## config.mk

```make
export PLATFORM = sky130hd
export DESIGN_NAME = mrt_ctrl
export DESIGN_NICKNAME = d
export VERILOG_FILES = /design/src/mrt_pkg.sv /design/src/mrt_ctrl.sv
export SDC_FILE = /design/constraint.sdc
export NUM_CORES = 1
export LEC_CHECK = 0
export CAP_MARGIN = 5
export CORE_UTILIZATION = 58
export CTS_BUF_LIST = sky130_fd_sc_hd__clkbuf_2 sky130_fd_sc_hd__clkbuf_4 sky130_fd_sc_hd__clkbuf_8
export CTS_CLUSTER_DIAMETER = 50
export CTS_CLUSTER_SIZE = 28
export DETAILED_ROUTE_END_ITERATION = 10
export DONT_BUFFER_PORTS = 1
export HOLD_SLACK_MARGIN = 0.05
export PLACE_DENSITY = 0.75
export SLEW_MARGIN = 5
export SYNTH_ARGS = -nofsm -noshare
export SYNTH_HDL_FRONTEND = slang
export SYNTH_SLANG_ARGS = --single-unit
```

## constraint.sdc

```tcl
create_clock -name clk -period 1.8 [get_ports clk]
set_clock_uncertainty 0.1 [all_clocks]
set_input_delay 0.09 -clock clk [delete_from_list [all_inputs] [get_ports clk]]
set_output_delay 0.09 -clock clk [all_outputs]
set_load 0.01 [all_outputs]
```

## src/mrt_pkg.sv

```systemverilog
// shared constants, codes and controller/datapath interface types for the region table
package mrt_pkg;

  localparam int ENTRIES_DEFAULT = 64;

  localparam logic [1:0] ACT_ADD    = 2'd0;
  localparam logic [1:0] ACT_PROT   = 2'd1;
  localparam logic [1:0] ACT_UNMAP  = 2'd2;
  localparam logic [1:0] ACT_LOOKUP = 2'd3;

  localparam logic [2:0] KIND_SHARED = 3'd3;

  localparam logic [2:0] SCAN_FIND   = 3'd0;
  localparam logic [2:0] SCAN_MATCH  = 3'd1;
  localparam logic [2:0] SCAN_FREE   = 3'd2;
  localparam logic [2:0] SCAN_PROT   = 3'd3;
  localparam logic [2:0] SCAN_UNMAP  = 3'd4;
  localparam logic [2:0] SCAN_LOOKUP = 3'd5;

  typedef struct packed {
    logic       load;
    logic       scan_go;
    logic [2:0] scan_op;
    logic       key_end;
    logic       ins_split;
    logic       wr_prot;
    logic       wr_new;
    logic       wr_left;
    logic       out_load;
    logic       status;
  } cmd_t;

  typedef struct packed {
    logic scan_done;
    logic found;
    logic split_need;
  } sts_t;

endpackage

```

## src/mrt_ctrl.sv

```systemverilog
// action sequencer driving the scan engine and writes
module mrt_ctrl (
  input  logic          clk,
  input  logic          rst,
  input  logic          in_valid,
  output logic          in_stall,
  input  logic [1:0]    action,
  output logic          out_valid,
  input  logic          out_stall,
  input  mrt_pkg::sts_t sts,
  output mrt_pkg::cmd_t cmd
);

  localparam logic [3:0] S_IDLE      = 4'd0;
  localparam logic [3:0] S_DISP      = 4'd1;
  localparam logic [3:0] S_ADD_MATCH = 4'd2;
  localparam logic [3:0] S_ADD_FREE  = 4'd3;
  localparam logic [3:0] S_SP_FIND   = 4'd4;
  localparam logic [3:0] S_SP_INS    = 4'd5;
  localparam logic [3:0] S_SP_MATCH  = 4'd6;
  localparam logic [3:0] S_SP_FREE   = 4'd7;
  localparam logic [3:0] S_SP_LEFT   = 4'd8;
  localparam logic [3:0] S_APPLY     = 4'd9;
  localparam logic [3:0] S_LOOK      = 4'd10;
  localparam logic [3:0] S_RESP      = 4'd11;

  logic [3:0] state, state_next;
  logic [1:0] act, act_next;
  logic       second, second_next;
  logic       fail, fail_next;
  logic       accept;
  logic       next_split;

  assign in_stall = (state != S_IDLE);
  assign accept   = in_valid && !in_stall;

  always_comb begin
    state_next  = state;
    act_next    = act;
    second_next = second;
    fail_next   = fail;
    next_split  = 1'b0;
    cmd         = '0;
    cmd.scan_op = mrt_pkg::SCAN_FIND;
    cmd.status  = fail;
    unique case (state)
      S_IDLE: begin
        if (accept) begin
          cmd.load    = 1'b1;
          act_next    = action;
          second_next = 1'b0;
          fail_next   = 1'b0;
          state_next  = S_DISP;
        end
      end
      S_DISP: begin
        cmd.scan_go = 1'b1;
        unique case (act)
          mrt_pkg::ACT_ADD: begin
            cmd.scan_op = mrt_pkg::SCAN_MATCH;
            state_next  = S_ADD_MATCH;
          end
          mrt_pkg::ACT_LOOKUP: begin
            cmd.scan_op = mrt_pkg::SCAN_LOOKUP;
            state_next  = S_LOOK;
          end
          default: begin
            cmd.scan_op = mrt_pkg::SCAN_FIND;
            state_next  = S_SP_FIND;
          end
        endcase
      end
      S_ADD_MATCH: begin
        if (sts.scan_done) begin
          if (sts.found) begin
            cmd.wr_prot = 1'b1;
            state_next  = S_RESP;
          end else begin
            cmd.scan_go = 1'b1;
            cmd.scan_op = mrt_pkg::SCAN_FREE;
            state_next  = S_ADD_FREE;
          end
        end
      end
      S_ADD_FREE: begin
        if (sts.scan_done) begin
          if (sts.found) begin
            cmd.wr_new = 1'b1;
          end else begin
            fail_next = 1'b1;
          end
          state_next = S_RESP;
        end
      end
      S_SP_FIND: begin
        if (sts.scan_done) begin
          if (sts.split_need) begin
            cmd.ins_split = 1'b1;
            state_next    = S_SP_INS;
          end else begin
            next_split = 1'b1;
          end
        end
      end
      S_SP_INS: begin
        cmd.scan_go = 1'b1;
        cmd.scan_op = mrt_pkg::SCAN_MATCH;
        state_next  = S_SP_MATCH;
      end
      S_SP_MATCH: begin
        if (sts.scan_done) begin
          if (sts.found) begin
            cmd.wr_prot = 1'b1;
            state_next  = S_SP_LEFT;
          end else begin
            cmd.scan_go = 1'b1;
            cmd.scan_op = mrt_pkg::SCAN_FREE;
            state_next  = S_SP_FREE;
          end
        end
      end
      S_SP_FREE: begin
        if (sts.scan_done) begin
          if (sts.found) begin
            cmd.wr_new = 1'b1;
            state_next = S_SP_LEFT;
          end else if (act == mrt_pkg::ACT_PROT) begin
            fail_next  = 1'b1;
            state_next = S_RESP;
          end else begin
            next_split = 1'b1;
          end
        end
      end
      S_SP_LEFT: begin
        cmd.wr_left = 1'b1;
        next_split  = 1'b1;
      end
      S_APPLY: begin
        if (sts.scan_done) begin
          state_next = S_RESP;
        end
      end
      S_LOOK: begin
        if (sts.scan_done) begin
          state_next = S_RESP;
        end
      end
      S_RESP: begin
        if (!out_valid || !out_stall) begin
          cmd.out_load = 1'b1;
          state_next   = S_IDLE;
        end
      end
      default: begin
        state_next = S_IDLE;
      end
    endcase
    if (next_split) begin
      cmd.scan_go = 1'b1;
      if (!second) begin
        second_next = 1'b1;
        cmd.key_end = 1'b1;
        cmd.scan_op = mrt_pkg::SCAN_FIND;
        state_next  = S_SP_FIND;
      end else begin
        cmd.scan_op = (act == mrt_pkg::ACT_PROT) ? mrt_pkg::SCAN_PROT : mrt_pkg::SCAN_UNMAP;
        state_next  = S_APPLY;
      end
    end
  end

  always_ff @(posedge clk) begin
    if (rst) begin
      state     <= S_IDLE;
      act       <= mrt_pkg::ACT_ADD;
      second    <= 1'b0;
      fail      <= 1'b0;
      out_valid <= 1'b0;
    end else begin
      state  <= state_next;
      act    <= act_next;
      second <= second_next;
      fail   <= fail_next;
      if (cmd.out_load) begin
        out_valid <= 1'b1;
      end else if (!out_stall) begin
        out_valid <= 1'b0;
      end
    end
  end

  a_accept_busy: assert property (@(posedge clk) disable iff (rst) accept |=> in_stall)
    else $error("block not busy after accepting an item");
  a_out_safe: assert property (@(posedge clk) disable iff (rst)
    cmd.out_load |-> !(out_valid && out_stall))
    else $error("result overwritten while stalled");

endmodule

```

# Word level (Yosys, flattened, before mapping)
# Index checks and enable logic that the tools add are counted.
# classes
n_eq_ne	30
muxes	55
n_reduce_logical	15
# op_table
op	count
$mux 4	16
$pmux 4 s10	1
$mux 1	30
$ne 3x3->1 const B	7
$eq 4x3->1 const B	4
$eq 4x4->1 const B	4
$ne 2x2->1 const B	7
$pmux 4 s3	1
$reduce_and 10->1	1
$eq 4x2->1 const B	2
$pmux 4 s2	1
$reduce_and 7->1	1
$mux 3	2
$pmux 1 s3	2
$pmux 3 s2	1
$mux 5	1
$eq 4x1->1 const B	1
$logic_not 4->1	1
$ne 4x4->1 const B	1
$reduce_bool 4->1	1
$reduce_or 2->1	2
$logic_not 1->1	3
$ne 3x1->1 const B	1
$reduce_bool 3->1	1
8 further kinds	8
# word_totals
reg_bits	9
input_bits	9
output_inout_bits	14
elab_cells	105

# Depth between registers and ports, before layout
# Gate-level depths: netlist of the first run.
# logic_depth
depth_word	7
mapped_depth	7
mapped_depth_nobuf	7

# Worst setup path after synthesis of the first run
# Ideal clock, no wire load.
# synth_timing
kind	reg-to-reg
start	register act[1]
end	register state[1]
setup_ps	103
arrival_time_ps	1668
required_time_ps	1597
slack_ps	-71
path_stages_with_launch	8
path_buffers	0
synth_period_minus_slack_ps	1871
path_cell_list	dfxtp_1 -> inv_1 -> ha_1 -> nor4bb_1 -> o2bb2ai_4 -> nor2_2 -> and2_4 -> a2111oi_2
# synth_via
elab_chain_len	7
elab_cells_between_ends	21
classes_between	eq/ne (12); mux (7); reduce/logical (2)
# synth_lines
item	line_no	text
start, declared	mrt_ctrl.sv:28	logic [1:0] act, act_next;
start signal, assigned	mrt_ctrl.sv:176	act <= mrt_pkg::ACT_ADD;
start signal, assigned	mrt_ctrl.sv:182	act <= act_next;
$eq 2x1->1	mrt_ctrl.sv:127	end else if (act == mrt_pkg::ACT_PROT) begin
$mux 1	mrt_ctrl.sv:127	
$mux 1	mrt_ctrl.sv:124	if (sts.found) begin
$mux 1	mrt_ctrl.sv:123	if (sts.scan_done) begin
$pmux 1 s3	mrt_ctrl.sv:46	unique case (state)
$ne 4x4->1 (no source line), or another cell as far along	--	
$reduce_and 10->1 (no source line)	--	
end signal, assigned	mrt_ctrl.sv:181	state <= state_next;
end, declared	mrt_ctrl.sv:27	logic [3:0] state, state_next;
# Several ways; a longest one is shown, not always the timed one.
# A chain may end at the register's enable or synchronous reset.

==> results.sh, run 1 <==
export IMPL_status="finished, violations left"
export IMPL_violations="negative setup slack"
export IMPL_ys_flop_type="dfxtp_1"
export IMPL_diodes=0
export IMPL_hold_viol_final=0
export IMPL_power_density_mw_per_mm2=1550
export IMPL_routed_wl_um=2410
export IMPL_dp_hpwl_um=1610
export IMPL_viasPerCell=6.27
export IMPL_wire_per_inst_um=17.0
export IMPL_cp_end_kind="output port"
export IMPL_cp_slowest_stage_delay_ps=550
export IMPL_drv_slew=0
export IMPL_synth_cell_type_count=44
export IMPL_grtUsageMet1_pct=40.9
export IMPL_p_comb_share_pct=70.2
export IMPL_cellLeakagePower_nw=0.454
export IMPL_cts_root_buffer="clkbuf_4"
export IMPL_dr_total_vias=890
export IMPL_drive_gt1_share_pct=39.4
export IMPL_fp_dieH_um=39.2
export IMPL_pin_count=23
export IMPL_cts_tree="done"
export IMPL_grt_pass1_vias=796
export IMPL_dp_slack_ps=-64.1
export IMPL_rsz0062_at_grt="true"
export IMPL_core_mm2=0.00130
export IMPL_cp_top_family="simple AND/OR/NAND/NOR gates"
export IMPL_peakVddDrop_v=0.000959
export IMPL_startpoint_type="register"
export IMPL_grt_start_max_net_pins=19
export IMPL_netlist_area_um2=805
export IMPL_cp_max_fo=4
export IMPL_post_route_period_util_pct=112
export IMPL_reg2reg_setup_slack_ps=-80
export IMPL_layout_nets=139
export IMPL_pwr_share_clk_pct=9.8
export IMPL_place_gp_congestion=0.868
export IMPL_hp_start="in_valid"
export IMPL_clk_pin_slew_worst_paths_ps=60
export IMPL_power_w=0.00174
export IMPL_dpl_instance_area_um2=945
export IMPL_die_x_um=39.2
export IMPL_synth_enable_flop_cells=0
export IMPL_grt_usage_pct=34.4
export IMPL_grt_ovfl_total=0
export IMPL_clock_latency_ps=260
export IMPL_r2r_start="state[0]"
export IMPL_period_needed_ps=2020
export IMPL_seqPwrFrac_pct=20.0
export IMPL_max_freq_mhz=495
export IMPL_path_buf_inv=1
export IMPL_io_buffers=0
export IMPL_drv_cap=0
export IMPL_setup_viol=11
export IMPL_synth_avg_cell_area_um2=7.89
export IMPL_relSlewSlack_pct=69.6
export IMPL_synth_seq_cells=9
export IMPL_swShare_pct=44.9
export IMPL_area_growth_pct=39.7
export IMPL_detail_route_antenna_nets=0
export IMPL_hold_path_cell_count=3
export IMPL_use_met2_pct=65.8
export IMPL_first_pass_iters=4
export IMPL_antenna_found_initial=0
export IMPL_async_reset_ff_share_pct=0
export IMPL_dieArea_mm2=0.00154
export IMPL_r2r_cells=6
export IMPL_hold_path_class="input port to register"
export IMPL_drt_iter0_markers=32
export IMPL_drcViolationCount=0
export IMPL_ys_seq_area_share_pct=22.4
export IMPL_grt_pass1_wl_um=3620
export IMPL_switchingPower_w=0.000780
export IMPL_clock_path_buffers=2
export IMPL_crit_chain="or4b_4 > o2bb2ai_4 > a21o_1 > nand2_2 > o32ai_2 > buf_4"
export IMPL_final_cell_area_mm2=0.00112
export IMPL_initial_utilization_pct=61.8
export IMPL_hold_ws_ps=49.3
export IMPL_met3_usage_pct=6.94
export IMPL_crit_type="register to output port"
export IMPL_crit_arrival_ps=1830
export IMPL_syn_inst=102
export IMPL_slowest_stage="or4b_4"
export IMPL_intPower_w=0.000957
export IMPL_min_to="fail"
export IMPL_clock_sinks=9
export IMPL_worst_slew_pin_slew_ps=456
export IMPL_synth_warnings=0
export IMPL_num_fill_cells=72
export IMPL_h_tree_depth=1
export IMPL_top_usage_layer="met2"
export IMPL_r2r_end="state[1]"
export IMPL_std_cell_rows=13
export IMPL_critPathRequiredTime_ps=1610
export IMPL_syn_nets=113
export IMPL_cts_buffers=3
export IMPL_setup_slack_ps=-218
-- worst max-delay path by stage --
| stage | end | startpoint | cells after the start | slack (ps) |
|---|---|---|---|---|
| 3_3_place_gp | cmd[9] | state[1] | 6 | -20 |
| 6_report | cmd[9] | state[0] | 6 | -220 |
| 3_5_place_dp | cmd[9] | act[1] | 8 | -60 |
| 5_1_grt | cmd[9] | state[0] | 6 | -300 |
| 2_1_floorplan | state[1] | state[3] | 5 | 30 |
| 4_1_cts | cmd[9] | state[0] | 6 | -220 |
-- kinds of logic after synthesis --
group	synth area share, %
and+or+nand+nor	30.6
AOI/OAI and AO/OA	31.4
buffers and inverters	7.78
DFF	22.4
xor gates and xnor gates	2.18
muxes	2.49
adders and majority gates	3.11
-- routing by layer --
metal	vias up	share of wire [%]
li1	433	-
met4	0	0.17
met5	-	0
met2	49	54
met3	2	5.6
met1	406	41
-- layout by cell type, fill, tap and decap left out, types with 2 or more instances in the layout --
cell and instances:
nand2_1 4, a21oi_1 8, dlygate4sd3_1 5, nand4b_1 2, o21ai_0 5, nor2_4 2
buf_6 3, a31oi_1 2, a21o_1 2, inv_1 5, clkbuf_4 4, a211oi_1 2
a22oi_1 2, nor2_1 7, mux2i_1 2, nand3b_1 3, dfxtp_1 5, nor3_1 3
o21ai_2 2, dfxtp_2 3, nand3_1 4, buf_4 21, nand2b_1 3
-- cells in the mapped netlist (2+ instances only) --
cell,instances,share of area [%]
a22oi_1,2,1.9
buf_2,2,1.2
nor2_2,2,1.6
nor3_1,3,1.9
a21o_1,2,1.9
ha_1,2,3.1
nand4b_1,2,2.2
clkbuf_1,4,1.9
dfxtp_1,9,22
nand2b_1,3,2.3
mux2i_1,2,2.5
a211oi_1,2,1.9
a31oi_1,2,1.6
o21ai_0,6,3.7
nand3_1,4,2.5
nand3b_1,3,2.8
a21oi_1,9,5.6
inv_1,5,2.3
nor2_1,8,3.7
o32ai_1,2,2.2
nand2_1,5,2.3
-- flip-flops by register name (all words and copies together), names as in the netlist --
name and flops:
fail 1, second 1, act 2, out_valid 1, state 4
-- layout make-up --
type / count / area (um2) / share of cell area [%]
flip-flops and latches: 9 / 188 / 16.7
clock buffers: 4 / 30.0 / 2.67
inverters: 5 / 18.8 / 1.67
multi-input cells: 80 / 627 / 55.8
well taps: 15 / 18.8 / 1.67
repair buffers: 29 / 241 / 21.5
-- through the flow --
stage	cells	setup TNS, ps	utilization [%]
after CTS	141	-1010	84.5
after global routing	142	-1690	86.3
after global placement	129	-22.1	72.6
after detailed placement	129	-140	72.6
after floorplan	102	0	-
final	142	-1020	86.3
-- power groups by stage --
stage	combinational, W	clock, W	sequential [W]
finish	0.00122	0.000170	0.000346
global route	0.00132	0.000186	0.000353
CTS	0.00114	0.000170	0.000341
detailed placement	0.00103	0	0.000338
global placement	0.00100	0	0.000337
floorplan	0.000766	0	0.000311
-- tightest hold or removal path: cells and delay by family --
| kind | cells | cell delay [ps] |
|---|---|---|
| AND/OR/NAND/NOR | 2 | 230 |
| buffers and inverters | 1 | 40 |
-- timing repair --
item | in CTS | in global routing
pin swaps | 7 | 4
endpoints found under the setup margin | 10 | 11
gates resized for setup | 15 | 5
hold endpoints to repair | 9 | 0
setup buffers | 3 | 1
hold buffers | 5 | 0
Note: power is estimated with default switching activity, not from simulation.
==> inputs of run 2 (changes only) <==
--- a/config.mk
+++ b/config.mk
@@ -14,6 +14,7 @@
 export DONT_BUFFER_PORTS = 1
 export HOLD_SLACK_MARGIN = 0.05
 export PLACE_DENSITY = 0.75
+export SKIP_CTS_REPAIR_TIMING = 1
 export SLEW_MARGIN = 5
 export SYNTH_ARGS = -nofsm -noshare
 export SYNTH_HDL_FRONTEND = slang
==> run 2 against run 1 <==
The run still ends with negative setup slack left. Non-clock buffer count rose by 2. Critical path type unchanged. Clock power barely moved. Critical path depth did not move. Highest routed layer unchanged. Sequential cell count did not move. Count of clock-buffer cells in the layout did not move. Sequential share of layout area fell by 0.70 points. Cell count rose by 1.4%.
==> results.sh, run 2 (synthesis results as in run 1) <==
export IMPL_wire_per_inst_um=18.3
export IMPL_power_w=0.00180
export IMPL_cts_buffers=3
export IMPL_cts_root_buffer="clkbuf_4"
export IMPL_cp_slowest_stage_delay_ps=560
export IMPL_period_needed_ps=2070
export IMPL_most_common_layout_cells="24 x buf_4, 8 x a21oi_1, 8 x nor2_1"
export IMPL_fp_dieH_um=39.2
export IMPL_cp_top_family="simple AND/OR/NAND/NOR gates"
export IMPL_grt_start_max_net_pins=19
export IMPL_switchingPower_w=0.000820
export IMPL_pwr_share_clk_pct=9.6
export IMPL_power_density_mw_per_mm2=1550
export IMPL_hold_viol_final=0
export IMPL_worst_path_stages=6
export IMPL_max_freq_mhz=482
export IMPL_swShare_pct=45.6
export IMPL_grt_pass1_wl_um=3120
export IMPL_startpoint_type="register"
export IMPL_diodes=0
export IMPL_violations="negative setup slack"
export IMPL_top_usage_layer="met2"
export IMPL_drt_iter0_markers=37
export IMPL_largest_registers="state x4, act x2"
export IMPL_slowest_stage="or4b_4"
export IMPL_drcViolationCount=0
export IMPL_dp_hpwl_um=1610
export IMPL_h_tree_depth=1
export IMPL_drv_slew=0
export IMPL_clock_latency_ps=260
export IMPL_grt_usage_pct=29.2
export IMPL_io_buffers=0
export IMPL_grt_ovfl_total=0
export IMPL_p_comb_share_pct=70.7
export IMPL_place_gp_congestion=0.868
export IMPL_pin_count=23
export IMPL_cellLeakagePower_nw=0.467
export IMPL_cp_max_fo=3
export IMPL_clk_pin_slew_worst_paths_ps=60
export IMPL_die_x_um=39.2
export IMPL_relSlewSlack_pct=68.4
export IMPL_status="finished, violations left"
export IMPL_clock_sinks=9
export IMPL_r2r_cells=7
export IMPL_crit_chain="or4b_4 > o2bb2ai_4 > a21o_1 > buf_4 > nand3_2 > o21ai_2"
export IMPL_cp_end_kind="output port"
export IMPL_std_cell_rows=13
export IMPL_largest_reg_flops=4
export IMPL_post_route_util_pct=88.9
export IMPL_drive_gt1_share_pct=41.1
export IMPL_crit_arrival_ps=1880
export IMPL_antenna_found_initial=0
export IMPL_crit_start="state[3]"
export IMPL_intPower_w=0.000976
export IMPL_fin_tns_setup_ps=-1870
export IMPL_viasPerCell=6.41
export IMPL_stdcell_count=144
export IMPL_hp_start="sts[2]"
export IMPL_seqPwrFrac_pct=19.7
export IMPL_cts_tree="done"
export IMPL_first_pass_iters=4
export IMPL_clock_path_buffers=2
export IMPL_r2r_start="state[3]"
export IMPL_grtUsageMet1_pct=36.8
export IMPL_layout_commonest_cell="buf_4"
export IMPL_area_growth_pct=43.9
export IMPL_use_met2_pct=50.4
export IMPL_hold_path_cell_count=3
export IMPL_dr_total_vias=923
export IMPL_critPathRequiredTime_ps=1610
export IMPL_detail_route_antenna_nets=0
export IMPL_core_mm2=0.00130
export IMPL_layout_nets=141
export IMPL_routed_wl_um=2640
export IMPL_peakVddDrop_v=0.000866
export IMPL_grt_pass1_vias=713
export IMPL_initial_utilization_pct=61.8
export IMPL_path_buf_inv=1
export IMPL_worst_slew_pin_slew_ps=472
export IMPL_dieArea_mm2=0.00154
export IMPL_post_route_period_util_pct=115
export IMPL_largest_register="state"
export IMPL_hold_path_class="input port to register"
export IMPL_setup_viol=10
export IMPL_rsz0062_at_grt="true"
export IMPL_crit_type="register to output port"
export IMPL_drv_cap=0
export IMPL_met3_usage_pct=8.67
export IMPL_dp_slack_ps=-64.1
export IMPL_placed_cells=129
export IMPL_setup_slack_ps=-274
[run 2: worst min-delay path, cell delays in order]
cell	delay, ps
a21oi_2	60
nand4_1	80
o211a_1	140
[run 2: stage by stage]
| stage | hold slack [ps] | area [um2] |
|---|---|---|
| global route | 49.5 | 1160 |
| floorplan | 122 | 820 |
| finish | 39.3 | 1160 |
| detailed placement | 62.6 | 945 |
| CTS | -210 | 975 |
| global placement | 61.3 | 945 |
[run 2: final timing paths]
kind,end,slack [ps]
worst min register to register,out_valid,470
worst max register to register,state[0],-220
worst max-delay path,cmd[7],-270
worst min-delay path,state[2],40
[run 2: per-layer routing]
layer  wire length, um  vias to the layer above
met5                 0                        -
met4                55                        0
met3               202                        8
met2              1370                       49
met1              1020                      430
li1                  -                      436
[run 2: layout make-up]
| cell class | count | area, um2 |
|---|---|---|
| Tap cell | 15 | 18.8 |
| Fill cell | 59 | 144 |
| Inverter | 5 | 18.8 |
| Sequential cell | 9 | 185 |
| Clock buffer | 4 | 30.0 |
| Timing Repair Buffer | 31 | 262 |
| Multi-Input combinational cell | 80 | 643 |
[run 2: power groups by stage]
stage | logic [W] | clock network (W) | registers [W]
floorplan | 0.000766 | 0 | 0.000311
global placement | 0.00100 | 0 | 0.000337
detailed placement | 0.00103 | 0 | 0.000338
CTS | 0.00103 | 0.000171 | 0.000333
global route | 0.00136 | 0.000185 | 0.000356
finish | 0.00127 | 0.000172 | 0.000354
